==> config.mk <==
export PLATFORM = sky130hd
export DESIGN_NAME = priority_inheritance_lock_scheduler_unit
export DESIGN_NICKNAME = d
export VERILOG_FILES = /design/src/design/plsu_pkg.sv /design/src/design/plsu_ctrl.sv /design/src/design/plsu_dp.sv /design/src/design/priority_inheritance_lock_scheduler_unit.sv
export SDC_FILE = /design/constraint.sdc
export NUM_CORES = 1
export LEC_CHECK = 0
export BUFFER_PORTS_ARGS = -buffer_cell sky130_fd_sc_hd__buf_2
export CAP_MARGIN = 20
export CORE_ASPECT_RATIO = 1.25
export CORE_MARGIN = 2
export CORE_UTILIZATION = 58
export CTS_CLUSTER_DIAMETER = 200
export DETAILED_ROUTE_END_ITERATION = 8
export MAX_ROUTING_LAYER = met4
export PLACE_DENSITY = 0.83
export SLEW_MARGIN = 40
export SYNTH_ARGS = -nofsm -noshare
export SYNTH_HDL_FRONTEND = slang
export SYNTH_SLANG_ARGS = --single-unit
export TNS_END_PERCENT = 50
==> constraint.sdc <==
create_clock -name clk -period 4.1 [get_ports clk]
set_clock_uncertainty 0.05 [all_clocks]
set_input_delay 0 -clock clk [delete_from_list [all_inputs] [get_ports clk]]
set_output_delay 0 -clock clk [all_outputs]
set_load 0.05 [all_outputs]
==> src/design/plsu_pkg.sv <==
package plsu_pkg;

  localparam int THREAD_COUNT = 16;
  localparam int TID_W        = $clog2(THREAD_COUNT);
  localparam int PRIO_W       = 8;
  localparam int OP_W         = 3;
  localparam int IN_W         = 16;
  localparam int OUT_W        = 16;

  localparam logic [OP_W-1:0] OP_SCHED   = 3'd0;
  localparam logic [OP_W-1:0] OP_RELEASE = 3'd1;
  localparam logic [OP_W-1:0] OP_FINISH  = 3'd2;
  localparam logic [OP_W-1:0] OP_LOCK    = 3'd3;
  localparam logic [OP_W-1:0] OP_UNLOCK  = 3'd4;

  // controller -> datapath
  typedef struct packed {
    logic latch;         // capture input item
    logic scan_init;     // reset scan counter and running best
    logic scan_rd;       // read entry at scan index, advance
    logic sched_commit;  // fold last compare into found flag
    logic rd_tid;        // read priority of requester
    logic rd_owner;      // read priority of owner, keep requester priority
    logic lock_exec;     // apply lock decision
    logic simple_exec;   // apply release / finish / unlock
    logic load_out;      // load result register
  } dp_cmd_t;

  // datapath -> controller
  typedef struct packed {
    logic scan_last;
    logic out_busy;
  } dp_status_t;

endpackage

==> src/design/plsu_ctrl.sv <==
module plsu_ctrl (
  input  logic                     clk,
  input  logic                     rst,
  input  logic                     s_tvalid,
  output logic                     s_tready,
  input  logic [plsu_pkg::OP_W-1:0] in_op,
  input  plsu_pkg::dp_status_t     st,
  output plsu_pkg::dp_cmd_t        cmd
);

  typedef enum logic [2:0] {
    S_IDLE,
    S_SCAN,
    S_SCAN_END,
    S_RD_T,
    S_RD_O,
    S_LOCK,
    S_EXEC,
    S_OUT
  } state_t;

  state_t state;
  state_t state_next;

  always_comb begin
    cmd        = '0;
    s_tready   = 1'b0;
    state_next = state;
    case (state)
      S_IDLE: begin
        s_tready = 1'b1;
        if (s_tvalid) begin
          cmd.latch     = 1'b1;
          cmd.scan_init = 1'b1;
          case (in_op)
            plsu_pkg::OP_SCHED:   state_next = S_SCAN;
            plsu_pkg::OP_LOCK:    state_next = S_RD_T;
            plsu_pkg::OP_RELEASE: state_next = S_EXEC;
            plsu_pkg::OP_FINISH:  state_next = S_EXEC;
            plsu_pkg::OP_UNLOCK:  state_next = S_EXEC;
            default:              state_next = S_OUT;
          endcase
        end
      end
      S_SCAN: begin
        cmd.scan_rd = 1'b1;
        if (st.scan_last) state_next = S_SCAN_END;
      end
      S_SCAN_END: begin
        cmd.sched_commit = 1'b1;
        state_next       = S_OUT;
      end
      S_RD_T: begin
        cmd.rd_tid = 1'b1;
        state_next = S_RD_O;
      end
      S_RD_O: begin
        cmd.rd_owner = 1'b1;
        state_next   = S_LOCK;
      end
      S_LOCK: begin
        cmd.lock_exec = 1'b1;
        state_next    = S_OUT;
      end
      S_EXEC: begin
        cmd.simple_exec = 1'b1;
        state_next      = S_OUT;
      end
      S_OUT: begin
        if (!st.out_busy) begin
          cmd.load_out = 1'b1;
          state_next   = S_IDLE;
        end
      end
      default: state_next = S_IDLE;
    endcase
  end

  always_ff @(posedge clk) begin
    if (rst) begin
      state <= S_IDLE;
    end else begin
      state <= state_next;
    end
  end

endmodule

==> src/design/plsu_dp.sv <==
module plsu_dp (
  input  logic                        clk,
  input  logic                        rst,
  input  logic                        cfg_wen,
  input  logic                        cfg_wdata,
  input  logic [plsu_pkg::OP_W-1:0]   in_op,
  input  logic [plsu_pkg::TID_W-1:0]  in_tid,
  input  logic [plsu_pkg::PRIO_W-1:0] in_prio,
  input  plsu_pkg::dp_cmd_t           cmd,
  output plsu_pkg::dp_status_t        st,
  output logic                        m_tvalid,
  input  logic                        m_tready,
  output logic [plsu_pkg::OUT_W-1:0]  m_tdata
);

  // priority table: one write port, one registered read port
  logic [plsu_pkg::PRIO_W-1:0] prio_mem [plsu_pkg::THREAD_COUNT];
  logic [plsu_pkg::THREAD_COUNT-1:0] pv;        // entry written since reset
  logic [plsu_pkg::THREAD_COUNT-1:0] runnable;

  logic [plsu_pkg::OP_W-1:0]   op_q;
  logic [plsu_pkg::TID_W-1:0]  tid_q;
  logic [plsu_pkg::PRIO_W-1:0] np_q;

  logic                        ceiling_mode;
  logic [plsu_pkg::TID_W-1:0]  owner_idx;
  logic                        owner_valid;
  logic [plsu_pkg::PRIO_W-1:0] saved_prio;
  logic                        boost_active;
  logic [plsu_pkg::TID_W-1:0]  waiter_idx;
  logic                        waiter_valid;
  logic [plsu_pkg::PRIO_W-1:0] ceiling_level;
  logic [plsu_pkg::TID_W-1:0]  chosen;
  logic                        found;
  logic                        granted;
  logic                        blocked;

  logic [plsu_pkg::TID_W-1:0]  scan_idx;
  logic                        cmp_v;
  logic [plsu_pkg::TID_W-1:0]  cmp_idx;
  logic [plsu_pkg::PRIO_W-1:0] best;
  logic                        any_hit;

  logic [plsu_pkg::TID_W-1:0]  rd_addr;
  logic [plsu_pkg::PRIO_W-1:0] rd_data;
  logic                        rd_valid;
  logic [plsu_pkg::PRIO_W-1:0] prio_rd;
  logic [plsu_pkg::PRIO_W-1:0] req_prio;

  logic                        wr_en;
  logic [plsu_pkg::TID_W-1:0]  wr_addr;
  logic [plsu_pkg::PRIO_W-1:0] wr_data;

  logic                        scan_hit;
  logic [plsu_pkg::PRIO_W-1:0] ceil_new;
  logic                        lock_wait;
  logic                        lock_boost;
  logic                        unlock_ok;

  assign prio_rd  = rd_valid ? rd_data : '0;
  assign scan_hit = cmp_v && runnable[cmp_idx] && (prio_rd > best);

  assign rd_addr = cmd.rd_owner ? owner_idx :
                   cmd.rd_tid   ? tid_q     : scan_idx;

  assign ceil_new   = (ceiling_mode && (ceiling_level <= req_prio)) ? req_prio : ceiling_level;
  assign lock_wait  = owner_valid && (owner_idx != tid_q) &&
                      !(waiter_valid && (waiter_idx != tid_q));
  assign lock_boost = lock_wait && (prio_rd < req_prio);
  assign unlock_ok  = (op_q == plsu_pkg::OP_UNLOCK) && owner_valid && (owner_idx == tid_q);

  always_comb begin
    wr_en   = 1'b0;
    wr_addr = tid_q;
    wr_data = np_q;
    if (cmd.simple_exec) begin
      case (op_q)
        plsu_pkg::OP_RELEASE: wr_en = 1'b1;
        plsu_pkg::OP_FINISH: begin
          wr_en   = 1'b1;
          wr_data = '0;
        end
        plsu_pkg::OP_UNLOCK: begin
          wr_en   = unlock_ok && boost_active;
          wr_addr = owner_idx;
          wr_data = saved_prio;
        end
        default: wr_en = 1'b0;
      endcase
    end else if (cmd.lock_exec) begin
      wr_en   = lock_boost;
      wr_addr = owner_idx;
      wr_data = ceiling_mode ? ceil_new : req_prio;
    end
  end

  always_ff @(posedge clk) begin
    if (wr_en) prio_mem[wr_addr] <= wr_data;
    rd_data <= prio_mem[rd_addr];
  end

  always_ff @(posedge clk) begin
    if (rst) begin
      pv            <= '0;
      runnable      <= '0;
      rd_valid      <= 1'b0;
      ceiling_mode  <= 1'b0;
      owner_idx     <= '0;
      owner_valid   <= 1'b0;
      saved_prio    <= '0;
      boost_active  <= 1'b0;
      waiter_idx    <= '0;
      waiter_valid  <= 1'b0;
      ceiling_level <= '0;
      chosen        <= '0;
      found         <= 1'b0;
      granted       <= 1'b0;
      blocked       <= 1'b0;
      scan_idx      <= '0;
      cmp_v         <= 1'b0;
      cmp_idx       <= '0;
      best          <= '0;
      any_hit       <= 1'b0;
      req_prio      <= '0;
      op_q          <= '0;
      tid_q         <= '0;
      np_q          <= '0;
      m_tvalid      <= 1'b0;
    end else begin
      if (cfg_wen) ceiling_mode <= cfg_wdata;

      rd_valid <= pv[rd_addr];
      if (wr_en) pv[wr_addr] <= 1'b1;

      cmp_v   <= cmd.scan_rd;
      cmp_idx <= scan_idx;

      if (cmd.latch) begin
        op_q    <= in_op;
        tid_q   <= in_tid;
        np_q    <= in_prio;
        granted <= 1'b0;
        blocked <= 1'b0;
      end

      if (cmd.scan_init) begin
        scan_idx <= plsu_pkg::TID_W'(1);
        best     <= '0;
        any_hit  <= 1'b0;
      end else if (cmd.scan_rd) begin
        scan_idx <= scan_idx + plsu_pkg::TID_W'(1);
      end

      if (scan_hit) begin
        best    <= prio_rd;
        chosen  <= cmp_idx;
        any_hit <= 1'b1;
      end
      if (cmd.sched_commit) found <= any_hit | scan_hit;

      if (cmd.rd_owner) req_prio <= prio_rd;

      if (cmd.simple_exec) begin
        case (op_q)
          plsu_pkg::OP_RELEASE: runnable[tid_q] <= 1'b1;
          plsu_pkg::OP_UNLOCK: begin
            if (unlock_ok) begin
              boost_active <= 1'b0;
              if (waiter_valid) begin
                runnable[waiter_idx] <= 1'b1;
                owner_idx            <= waiter_idx;
                waiter_valid         <= 1'b0;
                waiter_idx           <= '0;
              end else begin
                owner_valid <= 1'b0;
                owner_idx   <= '0;
              end
            end
          end
          default: ;
        endcase
      end

      if (cmd.lock_exec) begin
        ceiling_level <= ceil_new;
        if (!owner_valid) begin
          owner_idx    <= tid_q;
          owner_valid  <= 1'b1;
          boost_active <= 1'b0;
          granted      <= 1'b1;
        end else if (lock_wait) begin
          if (lock_boost) begin
            if (!boost_active) saved_prio <= prio_rd;
            boost_active <= 1'b1;
          end
          runnable[tid_q] <= 1'b0;
          waiter_idx      <= tid_q;
          waiter_valid    <= 1'b1;
          blocked         <= 1'b1;
        end
      end

      if (cmd.load_out) begin
        m_tvalid <= 1'b1;
      end else if (m_tready) begin
        m_tvalid <= 1'b0;
      end
    end
  end

  // result register payload
  always_ff @(posedge clk) begin
    if (cmd.load_out) begin
      m_tdata <= {3'b000,
                  owner_valid && boost_active,
                  owner_valid,
                  owner_valid ? owner_idx : {plsu_pkg::TID_W{1'b0}},
                  blocked,
                  granted,
                  found,
                  chosen};
    end
  end

  assign st.scan_last = (scan_idx == plsu_pkg::TID_W'(plsu_pkg::THREAD_COUNT - 1));
  assign st.out_busy  = m_tvalid && !m_tready;

endmodule

==> src/design/priority_inheritance_lock_scheduler_unit.sv <==
// Path from input accept to result valid: schedule scans the priority table, lock reads
// requester and owner priority then decides, release / finish / unlock execute directly.
// Other codes go straight to the result register.
// One item in flight; the next item is taken the cycle after its result is loaded.
// Schedule scans one entry per cycle over the priority table read port; lock costs two reads of that port.
// Reset (rst, synchronous, active high) clears all control state and the table valid bits.
module priority_inheritance_lock_scheduler_unit (
  input  logic                        clk,
  input  logic                        rst,
  // config: ceiling_mode
  input  logic                        cfg_wen,
  input  logic                        cfg_wdata,
  // input item
  input  logic                        s_tvalid,
  output logic                        s_tready,
  // [2:0] operation, [6:3] thread_id, [14:7] new_priority, [15] zero
  input  logic [plsu_pkg::IN_W-1:0]   s_tdata,
  // result item
  output logic                        m_tvalid,
  input  logic                        m_tready,
  // [3:0] active_thread, [4] active_found, [5] lock_granted, [6] lock_blocked,
  // [10:7] lock_holder, [11] lock_held, [12] holder_boosted, [15:13] zero
  output logic [plsu_pkg::OUT_W-1:0]  m_tdata
);

  plsu_pkg::dp_cmd_t    cmd;
  plsu_pkg::dp_status_t st;

  logic [plsu_pkg::OP_W-1:0]   in_op;
  logic [plsu_pkg::TID_W-1:0]  in_tid;
  logic [plsu_pkg::PRIO_W-1:0] in_prio;

  // unpack input fields
  assign in_op   = s_tdata[2:0];
  assign in_tid  = s_tdata[6:3];
  assign in_prio = s_tdata[14:7];

  // sequencer: one item at a time, waits in its output state only while the
  // result register is still full
  plsu_ctrl u_ctrl (
    .clk      (clk),
    .rst      (rst),
    .s_tvalid (s_tvalid),
    .s_tready (s_tready),
    .in_op    (in_op),
    .st       (st),
    .cmd      (cmd)
  );

  // thread table, lock state, scan unit and result register
  plsu_dp u_dp (
    .clk       (clk),
    .rst       (rst),
    .cfg_wen   (cfg_wen),
    .cfg_wdata (cfg_wdata),
    .in_op     (in_op),
    .in_tid    (in_tid),
    .in_prio   (in_prio),
    .cmd       (cmd),
    .st        (st),
    .m_tvalid  (m_tvalid),
    .m_tready  (m_tready),
    .m_tdata   (m_tdata)
  );

  // a boosted holder implies a held lock
  a_boost_needs_hold: assert property (@(posedge clk) disable iff (rst)
    m_tvalid |-> !(m_tdata[12] && !m_tdata[11]))
    else $error("holder_boosted without lock_held");

  // one lock op cannot both grant and block
  a_grant_xor_block: assert property (@(posedge clk) disable iff (rst)
    m_tvalid |-> !(m_tdata[5] && m_tdata[6]))
    else $error("lock granted and blocked together");

  // an accepted item closes the input until its result is loaded
  a_one_in_flight: assert property (@(posedge clk) disable iff (rst)
    (s_tvalid && s_tready) |=> !s_tready)
    else $error("second item taken while one in flight");

  // result load never coincides with input acceptance
  a_load_not_idle: assert property (@(posedge clk) disable iff (rst)
    !(s_tready && cmd.load_out))
    else $error("result loaded while idle");

endmodule
==> impl_metrics.ini, run 1 <==
[logic_synthesis]
yosys.cell_types.count = 67
syn_area_per_cell_um2 = 12.0
synth_seq_cells = 262
synth-main-ff-cell = edfxtp_1
synthCells = 981
ys_warn_count = 0
async_flop_share_pct = 0
synth_top_cells_by_area = edfxtp_1, dfxtp_1, mux2i_1
synth_top_cell_area_share_pct = 36.1
synthesis.area_um2 = 11700
yosysTopAreaCell = edfxtp_1
synth_edf_count = 141
yosysSeqAreaShare_pct = 56.8

[grt]
grt_start_max_net_pins = 92
antenna_found_initial = 0
track_usage_pct = 24.6
overflow = 0
grt_pass1_vias = 7856
grt_pass1_wl_um = 40900

[sta]
timing.final.crit_share_pct = 79.1
setup-tns-final_ps = 0
worst_pin_slew_ps = 829
fin_crit_ps = 3240
grt_setup_unrepaired = no
finalMaxSlewViolations = 0
setup_viol = 0
slew_headroom_pct = 44.5
finalHoldViolCount = 0
clock.fmax_ghz = 0.308

[power]
p_clk_share_pct = 27.9
leakagePower_nw = 5.28
internal_power_mw = 5.56
ir_worst_vdd_mv = 0.582
switching_share_pct = 34.2
power.density_nw_per_um2 = 634
p_seq_share_pct = 37.8
pwr-share-comb_pct = 34.3
p_sw_mw = 2.89

[setup_path]
max_stage_delay_ps = 620
worst_setup_path_end_kind = flip-flop
cp.buffers_inverters = 1
path_cells = nor2b_1, nand2_1, a21oi_2, mux2i_1, nand2_1, nor4_2, buf_4
slowest_stage = mux2i_1
crit_top_cell = nand2_1
crit_family = simple AND/OR/NAND/NOR gates
crit_fanout = 9
cp.arrival_ps = 3420
path_class = flip-flop to flip-flop
required_ps = 4270
startpoint_type = flip-flop

[detailed_routing]
firstDrtPassIters = 6
drtIter0Drc = 564
ant_nets = 0
drc = 0
drt_wl_total_um = 25600
wl_per_cell_um = 19.4
vias = 7943
vias_per_cell = 6.00

[die]
start_util_pct = 58.8
die_x_um = 131
die-area_um2 = 21400
die_h_um = 163
rows = 58
pin_count = 40
coreArea_um2 = 20000

[status]
status = complete, no violations

[layout]
fillCellCount = 1399
antenna_cells = 0
fin_area_um2 = 13300
layout-drive-gt1-share_pct = 14.4
area_delta_synth_final_pct = 13.6
nNetsFinal = 1080

[job]
drv_cap = 0

[placed_design]
dpl.hpwl_um = 16800
place.port_buffers = 35
routabilityCongestion = 0.894
placed_cell_area_um2 = 12300

[clock_tree]
cts_num_sinks = 262
cts-htree-levels = 1
clk_path_buf_depth = 3
clkTransAtPathRegs_ps = 60
clk_latency_ps = 520
clock-root-buffer = clkbuf_16
numCtsBuffers = 24
cts_setup_buffers = 0
cts_tree = built

[min_path]
hold_path_class = input port to flip-flop
[per-layer routing]
metal  routed length [µm]  vias up  track usage, %  part of all wire [%]
met5                    0        -               -                     0
met4                  981        0            10.3                   3.8
met3                 1180       58            2.49                   4.6
met2                13200      259            43.4                    51
met1                10300     3878            29.1                    40
li1                     -     3748               -                     -
[cells in the final DEF, fill, tap and decap left out, types with 20 or more instances in the layout]
master / synthesis / final
nand2_1: 69 / 68
buf_2: 17 / 34
nor2b_1: 26 / 26
dfxtp_1: 121 / 121
buf_4: 6 / 35
clkbuf_16: 0 / 25
ha_1: 22 / 22
nor3_1: 24 / 24
a21oi_1: 50 / 49
dlygate4sd3_1: 0 / 20
edfxtp_1: 141 / 141
nor2_1: 63 / 63
mux2i_1: 144 / 144
a221oi_1: 25 / 25
inv_1: 23 / 23
[area by class of cell]
type / instances / area, µm² / share of cell area, %
clock inverter: 13 / 183 / 1.37
clock buffer: 31 / 668 / 5.02
inverter: 23 / 86.3 / 0.648
timing repair buffer: 91 / 664 / 4.99
sequential: 262 / 6660 / 50.0
multi-input combinational: 634 / 4730 / 35.5
tap: 270 / 338 / 2.54
[power groups by stage]
stage / registers, mW / clock network, mW / logic, mW
2_1_floorplan: 3.19 / 0 / 2.14
5_1_grt: 3.21 / 2.48 / 3.10
4_1_cts: 3.19 / 2.39 / 2.90
3_3_place_gp: 3.24 / 0 / 2.77
6_report: 3.19 / 2.36 / 2.90
3_5_place_dp: 3.24 / 0 / 2.85
[Yosys cell counts (5+ instances only)]
| cell type | n |
|---|---|
| nand2b_1 | 6 |
| nor3_1 | 24 |
| buf_4 | 6 |
| nand3_1 | 10 |
| a22oi_1 | 16 |
| buf_2 | 17 |
| ha_1 | 22 |
| dfxtp_1 | 121 |
| xor2_1 | 11 |
| o21ba_1 | 16 |
| mux2i_1 | 144 |
| o41ai_1 | 7 |
| nor2b_1 | 26 |
| mux4_2 | 5 |
| a221oi_1 | 25 |
| a211oi_1 | 18 |
| mux2_2 | 5 |
| edfxtp_1 | 141 |
| clkbuf_1 | 36 |
| nor4_2 | 9 |
| nand4_1 | 5 |
| a21o_1 | 5 |
| and2_1 | 17 |
| nand2_1 | 69 |
| o22ai_1 | 5 |
| inv_1 | 23 |
| a21oi_1 | 50 |
| nor2_1 | 63 |
| a311oi_1 | 5 |
| o21ai_0 | 13 |
[worst register-to-register path, stage by stage, from the launching register on]
cell	delay, ps
dfxtp_1	500
nor2b_1	380
nand2_1	140
a21oi_2	450
mux2i_1	620
nand2_1	280
nor4_2	300
buf_4	230
[metrics by stage]
step	power, mW	std cells	hold slack (ps)	setup slack (ps)	util [%]
6_report	8.45	1324	227	855	66.8
5_1_grt	8.80	1324	238	656	66.8
4_1_cts	8.48	1323	12.2	878	66.7
3_5_place_dp	6.09	1260	198	901	61.5
3_3_place_gp	6.01	1260	182	984	61.4
2_1_floorplan	5.33	983	86.0	965	-
[path summary, 6_finish.rpt]
check | slack [ps] | cells past startpoint | endpoint | startpoint
hold reg to reg | 380 | 0 | u_dp.m_tdata[3] | u_dp.chosen[3]
hold / removal | 230 | 4 | u_dp.np_q[0] | s_tdata[7]
setup / recovery | 860 | 7 | u_dp.prio_mem[9][2] | u_ctrl.state[1]
setup reg to reg | 860 | 7 | u_dp.prio_mem[9][2] | u_ctrl.state[1]
[logic make-up after synthesis]
group | synth area share, %
xor gates and xnor gates | 1.05
other | 0.0320
DFF | 56.8
AOI/OAI and AO/OA | 11.7
buffers and inverters | 3.22
and+or+nand+nor | 11.2
muxes | 13.7
adders and majority gates | 2.35
[registers in the layout, summed over array words and instances (netlist names), 3 cells and up]
| name | count |
|---|---|
| u_ctrl.state | 3 |
| u_dp.scan_idx | 4 |
| u_dp.pv | 16 |
| u_dp.op_q | 3 |
| u_dp.prio_mem | 128 |
| u_dp.np_q | 8 |
| u_dp.m_tdata | 13 |
| u_dp.tid_q | 4 |
| u_dp.chosen | 4 |
| u_dp.cmp_idx | 4 |
| u_dp.ceiling_level | 8 |
| u_dp.runnable | 16 |
| u_dp.req_prio | 8 |
| u_dp.rd_data | 8 |
| u_dp.owner_idx | 4 |
| u_dp.waiter_idx | 4 |
| u_dp.saved_prio | 8 |
| u_dp.best | 8 |
[what timing repair did]
action                    CTS  global route
hold buffers               19             1
gates resized for setup     0             0
hold endpoints to repair   19            43
No activity file was read; power rests on OpenSTA's default activity.
==> run 2, diff against run 1 <==
--- a/config.mk
+++ b/config.mk
@@ -5,6 +5,7 @@
 export SDC_FILE = /design/constraint.sdc
 export NUM_CORES = 1
 export LEC_CHECK = 0
+export ABC_AREA = 1
 export BUFFER_PORTS_ARGS = -buffer_cell sky130_fd_sc_hd__buf_2
 export CAP_MARGIN = 20
 export CORE_ASPECT_RATIO = 1.25
==> constraint.sdc (replaced) <==
create_clock -name clk -period 3.17 [get_ports clk]
set_clock_uncertainty 0.05 [all_clocks]
set_input_delay 0 -clock clk [delete_from_list [all_inputs] [get_ports clk]]
set_output_delay 0 -clock clk [all_outputs]
set_load 0.05 [all_outputs]
==> impl_metrics.ini, run 2 <==
[status]
status = complete, no violations

[detailed_routing]
ant_nets = 0
drc = 0
drtIter0Drc = 1070
vias_per_cell = 5.68
firstDrtPassIters = 5
wl_per_cell_um = 16.6
drt_wl_total_um = 30000
vias = 10270

[power]
leakagePower_nw = 5.74
power.density_nw_per_um2 = 840
ir_worst_vdd_mv = 0.668
total_power_mw = 11.8

[clock_tree]
cts_tree = built
numCtsBuffers = 26
cts_num_sinks = 262
cts-htree-levels = 1
clk_latency_ps = 540
clk_path_buf_depth = 3
clkTransAtPathRegs_ps = 60
clock-root-buffer = clkbuf_16
ctsResizeCount = 0

[logic_synthesis]
synth_top_cells_by_area = edfxtp_1, dfxtp_1, nand2_1
synth_edf_count = 141
synth-compound-area-share_pct = 13.8
synth_top_family_by_area = simple AND/OR/NAND/NOR gates
synth-adder-area-share_pct = 2.23
yosysTopAreaCell = edfxtp_1
synthesis.area_um2 = 12400
synth-simple-area-share_pct = 21.0
yosys.cell_types.count = 42
synthMuxAreaShare_pct = 0
yosysSeqAreaShare_pct = 53.9
async_flop_share_pct = 0
synthCells = 1460
synth_most_common_cell = nand2_1
syn_area_per_cell_um2 = 8.46
synth_xor_area_share_pct = 0.567
synth-main-ff-cell = edfxtp_1
synth_commonest_cells = nand2_1, inv_1, edfxtp_1, nand3_1, nor2_1
synth_top_cell_area_share_pct = 34.3
synth_seq_cells = 262
ys_warn_count = 0

[sta]
slew_headroom_pct = 51.3
fin_crit_ps = 2830
finalMaxSlewViolations = 0
clock.fmax_ghz = 0.353
finalHoldViolCount = 0
setup-tns-final_ps = 0
timing.final.crit_share_pct = 89.4
grt_setup_unrepaired = no
worst_pin_slew_ps = 724
setup_viol = 0
worst_slack_ps = 337

[placed_design]
pre_cts_ws_ps = 401
dpl.hpwl_um = 19900
routabilityCongestion = 0.944
place.port_buffers = 35

[layout]
nNetsFinal = 1558
most-common-layout-cells = nand2_1, inv_1, edfxtp_1
final_common_cell = nand2_1
antenna_cells = 0
top_register = u_dp.prio_mem
largestRegisters = u_dp.prio_mem x128, u_dp.pv x16, u_dp.runnable x16
largest_reg_flops = 128
area_delta_synth_final_pct = 13.6
layout-drive-gt1-share_pct = 9.39

[setup_path]
slowest_stage = nand2_1
path_class = flip-flop to flip-flop
startpoint_type = flip-flop
r2r_slack_ps = 340
crit_fanout = 23
worst_setup_path_end_kind = flip-flop
max_stage_delay_ps = 480
crit_family = simple AND/OR/NAND/NOR gates
path_cells = nor2_1, nand2_2, inv_2, nand2_1, nand2_1, or2_2, o211ai_1, nand3_1, nand3_1, nand2_1
crit_top_cell = nand2_1
cp.arrival_ps = 3200
required_ps = 3540
cp.buffers_inverters = 1

[grt]
track_usage_pct = 27.3
grt_pass1_vias = 9647
grt_pass1_wl_um = 47700
antenna_found_initial = 0
overflow = 0
grt_start_max_net_pins = 64

[job]
drv_cap = 0

[die]
pin_count = 40
die_h_um = 167
rows = 59
die_x_um = 135
start_util_pct = 59.2
coreArea_um2 = 20900
die-area_um2 = 22500

[min_path]
hold_path_class = input port to flip-flop
## run 2: cell families (layout without fill, tap and decap cells)
kind of cell             count (synthesis)  count (layout)
other                                    1               3
adder cells (fa/ha/maj)                 22              22
flip-flops                             262             262
AO/OA/AOI/OAI                          290             290
buffers and inverters                  269             341
XOR/XNOR                                 8               8
AND/OR/NAND/NOR                        608             608
## run 2: final timing paths
check | depth (start not counted) | endpoint | from
min | 4 | u_dp.tid_q[0] | s_tdata[3]
max | 10 | u_dp.rd_data[0] | u_ctrl.state[1]
min reg2reg | 0 | u_dp.m_tdata[3] | u_dp.chosen[3]
max reg2reg | 10 | u_dp.rd_data[0] | u_ctrl.state[1]
## run 2: area by class of cell
cell class	instances	area, µm²
inverter	198	746
fill	1570	6850
sequential	262	6660
clock inverter	15	241
timing repair buffer	95	696
multi-input combinational	931	4660
clock buffer	33	697
tap	274	343
## run 2: where the power goes
group	leakage [nW]	switching [mW]	total, mW	internal, mW
sequential	2.28	0.229	4.31	4.08
clock	0.459	1.30	3.35	2.05
combinational	3.01	2.92	4.14	1.22
## run 2: stage by stage
stage / instance area [µm²] / util (%) / std cells / hold WS [ps]
after detailed placement: 12900 / 61.6 / 1737 / 184
after global routing: 14000 / 67.2 / 1808 / 271
after global placement: 12900 / 61.6 / 1737 / 180
after floorplan: 12400 / - / 1462 / 88.6
final: 14000 / 67.2 / 1808 / 259
after CTS: 14000 / 67.2 / 1808 / 242
## run 2: metal layers
metal  track usage [%]  vias to the layer above  part of all wire [%]
met5                 -                        -                     0
met4              10.3                        0                   3.6
met3              3.36                       86                   6.7
met2              46.5                      436                    50
met1              33.3                     4758                    40
li1                  -                     4990                     -
## run 2: timing repair
action / CTS / global route
endpoints found under the hold margin: 44 / 0
buffers inserted: 0 / 0
hold buffers: 23 / 0
## run 2: tightest hold or removal path, cell delays in order
cell           delay (ps)
dlygate4sd3_1         520
buf_2                  90
o21ai_0                70
a21oi_1               110
==> run 3, diff against run 2 <==
--- a/config.mk
+++ b/config.mk
@@ -8,13 +8,14 @@
 export ABC_AREA = 1
 export BUFFER_PORTS_ARGS = -buffer_cell sky130_fd_sc_hd__buf_2
 export CAP_MARGIN = 20
-export CORE_ASPECT_RATIO = 1.25
 export CORE_MARGIN = 2
 export CORE_UTILIZATION = 58
 export CTS_CLUSTER_DIAMETER = 200
 export DETAILED_ROUTE_END_ITERATION = 8
+export GPL_TIMING_DRIVEN = 0
 export MAX_ROUTING_LAYER = met4
 export PLACE_DENSITY = 0.83
+export SETUP_SLACK_MARGIN = 0.05
 export SLEW_MARGIN = 40
 export SYNTH_ARGS = -nofsm -noshare
 export SYNTH_HDL_FRONTEND = slang
==> impl_metrics.ini, run 3 (synthesis results as in run 2) <==
[power]
total_power_mw = 12.1
pwr-share-comb_pct = 37.7
internal_power_mw = 7.26
p_seq_share_pct = 34.9
power.density_nw_per_um2 = 852
ir_worst_vdd_mv = 0.501
p_clk_share_pct = 27.4
switching_share_pct = 40.0
leakagePower_nw = 5.69
p_sw_mw = 4.83

[min_path]
hold_path_class = input port to flip-flop
hold_path_depth = 4
min_from = cfg_wen
worst_hold_path.endpoint = u_dp.ceiling_mode

[placed_design]
dpl.hpwl_um = 22600
place.port_buffers = 35
routabilityCongestion = 0.974
post-place-cells = 1772

[clock_tree]
cts_num_sinks = 262
clkTransAtPathRegs_ps = 60
clk_latency_ps = 560
clock-root-buffer = clkbuf_16
cts_tree = built
numCtsBuffers = 28
cts-htree-levels = 1
clk_path_buf_depth = 3

[setup_path]
path_class = flip-flop to flip-flop
crit_fanout = 10
reg2reg_from = u_dp.rd_valid
r2r_cells = 12
startpoint_type = flip-flop
cp.arrival_ps = 3250
r2r_end = u_dp.prio_mem[6][6]
required_ps = 3360
r2r_slack_ps = 110
worst_setup_path_end_kind = flip-flop

[sta]
grt_setup_unrepaired = yes
slew_headroom_pct = 42.1
timing.final.crit_share_pct = 96.7
finalMaxSlewViolations = 0
fin_crit_ps = 3060
finalHoldViolCount = 0
clock.fmax_ghz = 0.326
worst_pin_slew_ps = 869
setup-tns-final_ps = 0
setup_viol = 0
whs_ps = 210

[layout]
final_cells = 1845
nNetsFinal = 1592
largest_reg_flops = 128
layout-drive-gt1-share_pct = 9.43
top_register = u_dp.prio_mem
most-common-layout-cells = nand2_1, inv_1, edfxtp_1
largestRegisters = u_dp.prio_mem x128, u_dp.pv x16, u_dp.runnable x16
final_common_cell = nand2_1
antenna_cells = 0
utilization_pct = 67.8
area_delta_synth_final_pct = 14.9

[grt]
track_usage_pct = 29.8
grt_start_max_net_pins = 17
grt_pass1_wl_um = 50700
grt_pass1_vias = 9887
antenna_found_initial = 0
overflow = 0

[detailed_routing]
ant_nets = 0
firstDrtPassIters = 8
drc = 0
vias = 10676
drtIter0Drc = 1427
wl_per_cell_um = 17.9
drt_wl_total_um = 33000
vias_per_cell = 5.79

[die]
die-area_um2 = 22500
die_h_um = 150
start_util_pct = 59.0
pin_count = 40
rows = 53
die_x_um = 150
coreArea_um2 = 21000

[status]
status = complete, no violations

[job]
drv_cap = 0
-- run 3: cell types whose count changed in the layout (fill, tap and decap cells not counted), moves of 7 or more --
cell,change
a21oi_4,+7
buf_2,+16
nor2_1,-10
nor2_4,+9
buf_4,-32
clkbuf_1,+45
a21oi_1,-8
-- run 3: worst max-delay path by stage --
stage | start | end | cells past startpoint
floorplan | u_dp.rd_valid | u_dp.prio_mem[6][0] | 12
global placement | u_ctrl.state[1] | u_dp.prio_mem[3][3] | 8
detailed placement | u_dp.rd_valid | u_dp.prio_mem[10][3] | 12
CTS | u_dp.rd_valid | u_dp.prio_mem[2][2] | 12
global route | u_dp.rd_valid | u_dp.prio_mem[6][3] | 12
finish | u_dp.rd_valid | u_dp.prio_mem[6][6] | 12
-- run 3: final cells by class --
cell class                      count  area [µm²]
Clock buffer                       37         764
Buffer                             71         309
Inverter                          198         746
Sequential cell                   262        6660
Timing Repair Buffer               56         385
Clock inverter                     15         183
Fill cell                        1639        6750
Multi-Input combinational cell    931        4820
Tap cell                          275         344
-- run 3: timing repair --
action | CTS | global route
setup buffers | 0 | 0
hold buffers | 21 | 0
endpoints found under the setup margin | 72 | 88
hold endpoints to repair | 31 | 0
resized for setup | 5 | 14
gates cloned | 0 | 0
-- run 3: critical path, cell delays in order, from the launching register on --
cell and delay, ps:
dfxtp_1 300, buf_2 170, nand2_1 60, inv_1 190, ha_1 290, a21oi_1 190, nor2_1 90, nor3b_2 280
nand3_1 200, nand2_2 220, buf_6 170, nand2_1 210, nor2_4 320
-- run 3: power groups by stage --
| stage | logic [mW] | clock network, mW | registers (mW) |
|---|---|---|---|
| final | 4.56 | 3.32 | 4.22 |
| after global routing | 4.89 | 3.46 | 4.24 |
| after CTS | 4.33 | 3.32 | 4.22 |
| after detailed placement | 4.26 | 0 | 4.29 |
| after global placement | 4.12 | 0 | 4.29 |
| after floorplan | 2.89 | 0 | 4.28 |
-- run 3: stage by stage --
stage,instance area (µm²),worst slack [ps]
after floorplan,12400,602
after global placement,12900,-496
after detailed placement,12900,-122
after CTS,14100,-121
after global routing,14200,-64.2
final,14200,105
-- run 3: per-layer routing --
metal	track usage, %	wire, µm
met5	-	0
met4	11.0	1240
met3	4.42	3360
met2	47.5	15300
met1	38.9	13100
